$ cat src/hdl/pcpf_pkg.sv
// shared types and constants for the per-cpu page allocator
// no dependencies
package pcpf_pkg;
  localparam int NumCpusDef    = 8;
  localparam int MaxPagesDef   = 32768;
  localparam int StealLimitDef = 64;
  localparam int AddrW  = 40;
  localparam int PageW  = 16;
  localparam int CpuW   = 3;
  localparam int StatW  = 2;
  localparam logic [PageW-1:0] NullPage = 16'hFFFF;
  localparam logic [StatW-1:0] StOk  = 2'd0;
  localparam logic [StatW-1:0] StOom = 2'd1;
  localparam logic [StatW-1:0] StBad = 2'd2;
  localparam logic ReqFree  = 1'b0;
  localparam logic ReqAlloc = 1'b1;

  // classified request passed from front to back
  typedef struct packed {
    logic             is_alloc;
    logic             bad;
    logic [CpuW-1:0]  cpu;
    logic [PageW-1:0] page;
  } pcpf_cmd_t;
endpackage

$ cat src/hdl/pcpf_front.sv
// front end: checks free addresses, works out page numbers, queues commands
// depends on pcpf_pkg
module pcpf_front
  import pcpf_pkg::*;
#(
  parameter int NumCpus  = NumCpusDef,
  parameter int MaxPages = MaxPagesDef
) (
  input  logic             clk,
  input  logic             rst_n,
  input  logic             in_valid,
  output logic             in_stall,
  input  logic             in_req_type,
  input  logic [CpuW-1:0]  in_requester_cpu,
  input  logic [AddrW-1:0] in_page_addr,
  input  logic [AddrW-1:0] pool_start,
  input  logic [AddrW-1:0] pool_stop,
  output logic             cmd_valid,
  output pcpf_cmd_t        cmd,
  input  logic             cmd_take
);
  localparam int PnW = AddrW - 12;
  logic [PnW-1:0] base_pg;
  logic [PnW:0]   base_sum;
  logic [PnW-1:0] idx;
  logic           bad;
  pcpf_cmd_t      newc;
  pcpf_cmd_t      q_r [2];
  logic [1:0]     cnt_r, cnt_nxt;
  logic           rd_r, rd_nxt;
  logic           push;

  assign base_sum = {1'b0, pool_start[AddrW-1:12]} + {{PnW{1'b0}}, |pool_start[11:0]};
  assign base_pg  = base_sum[PnW-1:0];
  assign idx      = in_page_addr[AddrW-1:12] - base_pg;

  always_comb begin
    bad = (32'(in_requester_cpu) >= NumCpus);
    if (in_req_type == ReqFree) begin
      if (in_page_addr[11:0] != 12'd0 || in_page_addr < pool_start ||
          in_page_addr >= pool_stop || base_sum[PnW] ||
          in_page_addr[AddrW-1:12] < base_pg || 64'(idx) >= 64'(MaxPages)) bad = 1'b1;
    end
    newc.is_alloc = in_req_type;
    newc.bad      = bad;
    newc.cpu      = in_requester_cpu;
    newc.page     = idx[PageW-1:0];
  end

  assign in_stall  = (cnt_r == 2'd2);
  assign push      = in_valid && !in_stall;
  assign cmd_valid = (cnt_r != 2'd0);
  assign cmd       = q_r[rd_r];

  always_comb begin
    cnt_nxt = cnt_r + 2'(push) - 2'(cmd_take);
    rd_nxt  = rd_r ^ cmd_take;
  end

  always_ff @(posedge clk) begin
    if (!rst_n) begin
      cnt_r <= '0;
      rd_r  <= 1'b0;
    end else begin
      cnt_r <= cnt_nxt;
      rd_r  <= rd_nxt;
    end
    if (push) q_r[rd_r ^ (cnt_r[0] | cnt_r[1])] <= newc;
  end
endmodule

$ cat config.mk
export PLATFORM = sky130hd
export DESIGN_NAME = pcpf_front
export DESIGN_NICKNAME = d
export VERILOG_FILES = /design/src/hdl/pcpf_pkg.sv /design/src/hdl/pcpf_front.sv
export SDC_FILE = /design/constraint.sdc
export NUM_CORES = 1
export LEC_CHECK = 0
export ABC_AREA = 1
export ABC_CLOCK_PERIOD_IN_PS = 3650
export BUFFER_PORTS_ARGS = -buffer_cell sky130_fd_sc_hd__buf_2
export CAP_MARGIN = 15
export CORE_ASPECT_RATIO = 0.8
export CORE_MARGIN = 1
export CORE_UTILIZATION = 40
export CTS_CLUSTER_DIAMETER = 50
export DETAILED_ROUTE_END_ITERATION = 10
export GPL_ROUTABILITY_DRIVEN = 1
export PLACE_DENSITY = 0.66
export SETUP_SLACK_MARGIN = 0.15
export SYNTH_ARGS = -nofsm -noshare
export SYNTH_HDL_FRONTEND = slang
export SYNTH_SLANG_ARGS = --single-unit
$ cat constraint.sdc
create_clock -name clk -period 3.65 [get_ports clk]
set_input_delay 0.5475 -clock clk [delete_from_list [all_inputs] [get_ports clk]]
set_output_delay 0.5475 -clock clk [all_outputs]
set_load 0.05 [all_outputs]
==> impl_metrics.toml, run 1 <==
[run_status]
status = "complete, but fails checks"
violations = "negative setup slack"

[placement]
dp_hpwl_um = 15370
gp_congestion = 0.8919
port_buffers = 150
dpl_cell_area_um2 = 8309
place_inst = 1446

[cts]
clock_sinks = 46
cts_tree = "built"
numCtsBuffers = 5
cts_buffer_depth = 2
insertion_delay_ps = 280
htreeDepth = 2
root_buffer = "clkbuf_16"
ctsHoldBuffers = 0
path_clk_slew_ps = 60

[sta]
hold_viol_final = 0
slew_headroom_pct = 30.00
fmax_ghz = 0.2726
finalCritPeriodShare_pct = 100.5
finalSetupViolations = 2
fin_crit_ps = 3669
rsz0062_at_grt = "true"
skew_ps = 6.333
tightest_slew_ps = 1049
finalWorstSetupSlack_ps = -18.79
holdWs_ps = 464.2
drv_slew = 0

[critical_path]
reg2regPathDepth = 4
arrival_ps = 3700
cp_slowest_cell = "ha_1"
worst_setup_path_end_kind = "register"
worstPathRequired_ps = 3680
path_common_cell = "nor2_1"
reg2reg_from = "cnt_r[0]$_SDFF_PN0_"
cp_max_fo = 4
slowest_delay_ps = 400
worstSetupStartpointType = "primary input"
critical_path_class = "in -> reg"
r2r_end = "q_r[0][10]$_DFFE_PP_"
ff2ff_setup_slack_ps = 1630

[synthesis]
synth.area.top_cells = "ha_1 (21%), edfxtp_1 (19%), nand2_1 (18%)"
synth_warnings = 0
synth_nets = 1252
yosysTopAreaCellShare_pct = 20.83
ys_seq_elements = 46
synth-async-reset-ratio_pct = 0
synth_edf_count = 42
synth_area_per_cell_um2 = 6.589
ys_types = 34
yosysTopAreaCell = "ha_1"
ys.flop_type = "edfxtp_1"
synth_area_um2 = 6668
synth_cells = 1012
seq_area_frac_synth_pct = 20.12

[final_layout]
fill_cells = 1607
area_delta_synth_final_pct = 31.17
diodes = 0
seqCellArea_um2 = 1341
multi_input_area_um2 = 4772
fin_nets = 1489
fin_cells = 1465
post-route-util_pct = 54.64
final_area_um2 = 8746
drive_above_1_share_pct = 26.48

[route]
routed_via_density = 4.605
drc = 0
wl_met2_um = 7628
vias = 6746
wl_met1_um = 8821
highest_layer = "met4"
ant_nets = 0
routed_wl_um = 17500
drt_iter0_markers = 347
dr_wl_met3_um = 934
wl_per_cell_um = 11.95
first_pass_iters = 5

[grt]
grt_max_degree = 22
antenna_found_initial = 0
grt_pass1_wl_um = 28860
grt_usage_pct = 20.43
grt_overflow = 0
grt_pass1_vias = 6271

[job]
drv_cap = 0

[power]
power_leakage_nw = 4.914
p_seq_share_pct = 30.6
internal_power_mw = 1.444
swShare_pct = 40.96
comb_power_share_pct = 52.2
vdd_drop_max_mv = 0.1837
power.clock.fraction_pct = 17.2
power_density_nw_per_um2 = 279.6
power.switching_mw = 1.002

[floorplanning]
die_h_um = 117.5
placementRows = 41
die_w_um = 146.4
initial_utilization_pct = 41.66
boundaryPins = 151
die_area_um2 = 17190
coreArea_um2 = 16010

[worst_hold_path]
holdPathEnd = "q_r[0][18]$_DFFE_PP_"
hold_start = "in_requester_cpu[2]"
holdPathStages = 1
min_path_type = "in -> reg"
==> per-layer routing <==
| layer | vias up | global-route usage [%] |
|---|---|---|
| met3 | 14 | 2.209 |
| met4 | 0 | 2.995 |
| met2 | 163 | 34.02 |
| li1 | 3666 | - |
| met5 | - | 0 |
| met1 | 2903 | 28.89 |
==> cell usage after synthesis (all sizes together), types with 3 or more instances <==
library cell	instances
a21o	4
a21oi	46
a31oi	3
and2	3
dfxtp	4
edfxtp	42
ha	111
inv	220
mux2	21
nand2	316
nand3	47
nand4	19
nor2	91
nor3	12
nor4	12
o21ai	11
or2	3
xnor2	6
xor2	33
==> cell families after synthesis <==
logic type               share of synthesized area, %
buffers and inverters                           12.50
multiplexers                                    3.547
flip-flops                                      20.12
AO/OA/AOI/OAI                                   5.348
adder cells (fa/ha/maj)                         21.13
XOR/XNOR                                        5.123
AND/OR/NAND/NOR                                 32.24
==> power groups by stage <==
| stage | registers [mW] | logic (mW) | clock network (mW) |
|---|---|---|---|
| floorplan | 0.746 | 0.816 | 0 |
| global placement | 0.756 | 1.21 | 0 |
| detailed placement | 0.760 | 1.23 | 0 |
| CTS | 0.750 | 1.25 | 0.425 |
| global route | 0.759 | 1.43 | 0.442 |
| finish | 0.748 | 1.28 | 0.420 |
==> worst max-delay path by stage <==
stage,slack (ps),endpoint,cells after the start,from
after floorplan,130,q_r[0][19]$_DFFE_PP_,26,pool_start[7]
after global placement,-540,q_r[0][19]$_DFFE_PP_,28,pool_start[9]
after detailed placement,-530,q_r[0][19]$_DFFE_PP_,28,pool_start[9]
after CTS,-70,q_r[1][19]$_DFFE_PP_,31,pool_start[10]
after global routing,-350,q_r[0][19]$_DFFE_PP_,27,pool_start[3]
final,-20,q_r[1][19]$_DFFE_PP_,25,pool_start[8]
==> flip-flops by register name (all words and copies together) (netlist names), named ones only <==
signal,count
cnt_r,2
q_r,42
rd_r,1
==> metrics by stage <==
step | TNS, ps | total power [mW] | setup slack (ps)
6_report | -37.56 | 2.445 | -18.79
5_1_grt | -708.7 | 2.628 | -354.3
4_1_cts | -148.5 | 2.425 | -74.23
3_5_place_dp | -1357 | 1.988 | -526.0
3_3_place_gp | -1370 | 1.970 | -541.7
2_1_floorplan | 0 | 1.563 | 125.4
==> worst max-delay path: cells and delay by family <==
kind                     cells  cell delay [ps]
XOR/XNOR                     1              150
buffers and inverters        5              390
adder cells (fa/ha/maj)      3              770
AND/OR/NAND/NOR             16             1860
==> cell type report <==
type                       instances  share of cell area (%)
multi-input combinational        744                   54.56
timing repair buffer             232                   15.94
sequential                        46                   15.34
inverter                         220                   9.471
tap                              215                   3.076
clock buffer                       5                   1.431
clock inverter                     3                  0.1860
==> cell usage in the layout, fill, tap and decap left out, types with 2 or more instances in the layout <==
cell / instances
edfxtp_1: 42
buf_4: 82
nor4_4: 5
xnor2_1: 5
inv_2: 4
nand4_1: 18
nand3_1: 40
inv_1: 215
ha_2: 2
o21ai_0: 10
buf_6: 2
a21oi_2: 6
nor2_2: 14
nor2_4: 4
dfxtp_1: 4
a31oi_1: 2
nor2_1: 73
buf_2: 147
nand3_2: 6
mux2_2: 21
clkbuf_16: 5
a21o_1: 4
nand2_2: 13
nor4_1: 7
nand3b_1: 2
nor3_2: 2
and2_1: 3
nor3_1: 8
o21a_1: 2
ha_1: 106
or2_2: 2
a21oi_1: 40
ha_4: 3
xor2_1: 32
nand2_1: 302
nor3_4: 2
==> what timing repair did <==
item / CTS / global route
pin swaps: 24 / 24
gates resized for setup: 19 / 35
buffers inserted: 5 / 6
setup endpoints to repair: 4 / 8
endpoints found under the hold margin: 0 / 0
Power figures use the tool's default switching activity.
==> run 2, diff against run 1 <==
- HOLD_SLACK_MARGIN: default -> 0.1
- TNS_END_PERCENT: default -> 30
==> run 2 against run 1 <==
Effect of this change:
- the flow still finishes with violations (negative setup slack)
- setup slack worse by 260 ps
- first-iteration DRC count down 41%
- non-clock buffer count up 11
- clock power down 6.7%
- die area unchanged
- via count up 1.0%
- core utilization up 0.76 points
- clock-buffer cell count unchanged
- worst hold slack better by 1.6 ps
- global-route usage down 0.34 points
- critical endpoint unchanged
- largest cell class unchanged
==> impl_metrics.toml, run 2 (synthesis results as in run 1) <==
[grt]
grt_max_degree = 22
grt_usage_pct = 20.09
grt_overflow = 0
grt_pass1_vias = 6400
antenna_found_initial = 0
grt_pass1_wl_um = 28650

[cts]
root_buffer = "clkbuf_16"
cts_tree = "built"
path_clk_slew_ps = 50
insertion_delay_ps = 270
clock_sinks = 46
ctsHoldBuffers = 0
cts_buffer_depth = 2
numCtsBuffers = 5
htreeDepth = 2

[power]
power.switching_mw = 0.9825
power.clock.fraction_pct = 16.0
swShare_pct = 40.24
vdd_drop_max_mv = 0.2127
comb_power_share_pct = 53.4
power_leakage_nw = 4.968
power_density_nw_per_um2 = 275.3
internal_power_mw = 1.459
p_seq_share_pct = 30.6

[sta]
slew_headroom_pct = 38.36
hold_viol_final = 0
fmax_ghz = 0.2543
rsz0062_at_grt = "true"
fin_crit_ps = 3933
finalSetupViolations = 2
finalWorstSetupSlack_ps = -282.8
finalCritPeriodShare_pct = 107.7
drv_slew = 0
holdWs_ps = 465.8
skew_ps = 2.429
tightest_slew_ps = 923.4

[floorplanning]
placementRows = 41
die_h_um = 117.5
die_w_um = 146.4
die_area_um2 = 17190
coreArea_um2 = 16010
boundaryPins = 151
initial_utilization_pct = 41.66

[final_layout]
final_cell_mix = "nand2_1 (300), inv_1 (215), buf_2 (146)"
area_delta_synth_final_pct = 32.99
fill_cells = 1599
largest_reg_flops = 42
layout_commonest_cell = "nand2_1"
drive_above_1_share_pct = 27.40
diodes = 0
seqCellArea_um2 = 1341
multi_input_area_um2 = 4807
fin_nets = 1500
post-route-util_pct = 55.40

[route]
drc = 0
vias = 6816
first_pass_iters = 5
ant_nets = 0
routed_via_density = 4.624
wl_per_cell_um = 11.85
drt_iter0_markers = 204
routed_wl_um = 17470

[placement]
gp_congestion = 0.9137
post-place-ws_ps = -532.5
dp_hpwl_um = 15050
port_buffers = 150

[worst_hold_path]
holdPathStages = 1
min_path_type = "in -> reg"

[run_status]
violations = "negative setup slack"
status = "complete, but fails checks"

[critical_path]
path_common_cell = "nand2_1"
reg2regPathDepth = 5
worst_setup_path_end_kind = "register"
cp_slowest_cell = "nor4_4"
worstPathRequired_ps = 3680
critical_path_class = "in -> reg"
arrival_ps = 3960
slowest_delay_ps = 340
worstSetupStartpointType = "primary input"
cp_max_fo = 4

[job]
drv_cap = 0
-- run 2: cell count changes in the layout (fill, tap and decap cells not counted), moves of 3 or more --
cell and delta:
nor2_2 +3, buf_8 +4, buf_4 +10, ha_4 +3
-- run 2: power by group through the flow --
stage / combinational [mW] / sequential, mW / clock [mW]
global placement: 1.23 / 0.754 / 0
finish: 1.30 / 0.746 / 0.392
CTS: 1.25 / 0.747 / 0.401
global route: 1.46 / 0.757 / 0.417
detailed placement: 1.24 / 0.757 / 0
floorplan: 0.813 / 0.746 / 0
-- run 2: routing by layer --
metal	wire length [um]	GRT usage (%)	vias up
met5	0	0	-
met4	203	3.255	0
met3	927	2.326	16
met2	7435	32.50	174
met1	8901	28.96	2923
li1	-	-	3703
-- run 2: area by class of cell --
| cell class | count | share of cell area [%] |
|---|---|---|
| Multi-Input combinational cell | 744 | 54.21 |
| Timing Repair Buffer | 243 | 16.83 |
| Sequential cell | 46 | 15.13 |
| Inverter | 220 | 9.341 |
| Tap cell | 215 | 3.034 |
| Clock buffer | 5 | 1.411 |
| Clock inverter | 1 | 0.04233 |
-- run 2: final timing paths --
path / slack [ps] / startpoint / end
max: -280 / pool_start[8] / q_r[1][19]$_DFFE_PP_
min: 470 / in_requester_cpu[2] / q_r[0][18]$_DFFE_PP_
max reg2reg: 1840 / cnt_r[0]$_SDFF_PN0_ / q_r[0][14]$_DFFE_PP_
min reg2reg: 490 / rd_r$_SDFF_PN0_ / register
-- run 2: through the flow --
step	TNS (ps)	area, um^2	power [mW]	instances
floorplan	0	6686	1.560	1012
global placement	-1547	8312	1.984	1456
detailed placement	-1360	8312	1.997	1456
CTS	-390.4	8488	2.400	1464
global route	-1229	8867	2.630	1474
finish	-565.6	8867	2.442	1474
-- run 2: critical path, delay by kind of cell --
family | cells | cell delay [ps]
simple gates | 21 | 2190
fa+ha+maj | 2 | 430
buf+inv | 4 | 310
xor+xnor | 1 | 240
compound gates | 1 | 230
-- run 2: repair_timing --
action                                  4_1_cts  5_1_grt
gates resized for setup                       7       72
pin swaps                                     2       34
buffers inserted                              2       10
endpoints found under the setup margin        4       14
==> run 3, diff against run 2 <==
- SKIP_CTS_REPAIR_TIMING: default -> 1
==> run 3 against run 2 <==
Effect of this change:
- the run still ends with negative setup slack left
- final area fell by 1.4%
- highest routed layer unchanged
- routed wire length is 1.3% lower
- sequential power barely moved
- via count shrank 1.1%
- worst hold slack about the same
- global-route usage is 0.14 points lower
- core utilization is 0.79 points lower
- fmax fell by 0.77%
- non-clock buffer count fell by 7
- sequential share of layout area grew 0.22 points
- cell count is 0.47% lower
- critical path depth increased by 2
==> impl_metrics.toml, run 3 (synthesis results as in run 1) <==
[run_status]
violations = "negative setup slack"
status = "complete, but fails checks"

[critical_path]
worst_setup_path_end_kind = "register"
critical_path_class = "in -> reg"
worstSetupStartpointType = "primary input"
reg2regPathDepth = 5
ff2ff_setup_slack_ps = 1810
arrival_ps = 3990
reg2reg_from = "cnt_r[0]$_SDFF_PN0_"
cpLargestDelayFamily = "simple AND/OR/NAND/NOR gates"
worstPathRequired_ps = 3680
cp_max_fo = 4
r2r_end = "q_r[0][16]$_DFFE_PP_"
cp_slowest_cell = "ha_2"
slowest_delay_ps = 360
path_common_cell = "nand2_1"
worst-path-buf-inv = 5

[final_layout]
area_delta_synth_final_pct = 31.09
fin_nets = 1493
layout_commonest_cell = "nand2_1"
drive_above_1_share_pct = 26.68
diodes = 0
fin_cells = 1467
largest_reg_flops = 42
final_cell_mix = "nand2_1 (300), inv_1 (213), buf_2 (146)"

[floorplanning]
die_area_um2 = 17190
initial_utilization_pct = 41.66
die_h_um = 117.5
coreArea_um2 = 16010
placementRows = 41
die_w_um = 146.4
boundaryPins = 151

[power]
power_leakage_nw = 4.915
power_density_nw_per_um2 = 277.8
vdd_drop_max_mv = 0.2132

[cts]
root_buffer = "clkbuf_16"
cts_buffer_depth = 2
cts_tree = "built"
htreeDepth = 2
insertion_delay_ps = 270
numCtsBuffers = 5
clock_sinks = 46
path_clk_slew_ps = 50

[worst_hold_path]
holdPathEnd = "q_r[1][18]$_DFFE_PP_"
hold_start = "in_requester_cpu[2]"
min_path_type = "in -> reg"
holdPathStages = 1

[route]
highest_layer = "met4"
dr_wl_met3_um = 975
drc = 0
routed_wl_um = 17240
vias = 6742
wl_met1_um = 8909
first_pass_iters = 4
wl_per_cell_um = 11.75
routed_via_density = 4.596
drt_iter0_markers = 237
wl_met2_um = 7178
ant_nets = 0

[sta]
holdWs_ps = 466.1
slew_headroom_pct = 38.00
tightest_slew_ps = 928.7
finalSetupViolations = 2
setup_tns_ps = -627.0
finalWorstSetupSlack_ps = -313.5
skew_ps = 2.931
drv_slew = 0
hold_viol_final = 0
finalCritPeriodShare_pct = 108.6
fin_crit_ps = 3963
fmax_ghz = 0.2523
rsz0062_at_grt = "true"

[placement]
post-place-ws_ps = -532.5
dp_hpwl_um = 15050
port_buffers = 150
gp_congestion = 0.9137
place_inst = 1456

[grt]
grt_usage_pct = 19.94
antenna_found_initial = 0
grt_pass1_wl_um = 28490
grt_overflow = 0
grt_pass1_vias = 6349
grt_max_degree = 22

[job]
drv_cap = 0
==> run 3: cell types whose count changed in the layout (fill, tap and decap cells not counted), sizes merged <==
| cell | before | now |
|---|---|---|
| buf | 243 | 236 |
==> run 3: cell type report <==
cell class,instances,area (um^2)
sequential,46,1341
clock buffer,5,125.1
clock inverter,1,3.754
timing repair buffer,236,1421
tap,215,269.0
fill,1634,7264
multi-input combinational,744,4755
inverter,220,825.8
==> run 3: worst max-delay path by stage <==
stage	startpoint	end	slack, ps	depth (start not counted)
floorplan	pool_start[5]	q_r[0][19]$_DFFE_PP_	110	26
global placement	pool_start[4]	q_r[0][19]$_DFFE_PP_	-590	29
detailed placement	pool_start[4]	q_r[1][19]$_DFFE_PP_	-530	30
CTS	pool_start[4]	q_r[1][19]$_DFFE_PP_	-260	27
global route	pool_start[8]	q_r[0][19]$_DFFE_PP_	-630	27
finish	pool_start[8]	q_r[1][19]$_DFFE_PP_	-310	31
==> run 3: worst register-to-register path: stages, from the launching register on <==
cell and delay [ps]:
dfxtp_1 330, nor2_1 160, xor2_1 240, inv_1 80, nor2_2 420, buf_4 310
==> run 3: routing by layer <==
layer / up-vias / GRT usage, %
met3: 14 / 2.364
met4: 0 / 3.125
met1: 2865 / 28.84
met5: - / 0
li1: 3691 / -
met2: 172 / 32.17
==> run 3: stage by stage <==
step / power [mW] / util, % / area, um^2
final: 2.428 / 54.61 / 8741
after global routing: 2.614 / 54.61 / 8741
after CTS: 2.394 / 52.74 / 8441
after detailed placement: 1.997 / 51.93 / 8312
after global placement: 1.984 / 51.93 / 8312
after floorplan: 1.560 / - / 6686
==> run 3: where the power goes <==
group	switching (mW)	internal, mW	total, mW
sequential	0.0285	0.718	0.746
combinational	0.802	0.488	1.29
clock	0.149	0.242	0.392
total	0.980	1.45	2.43
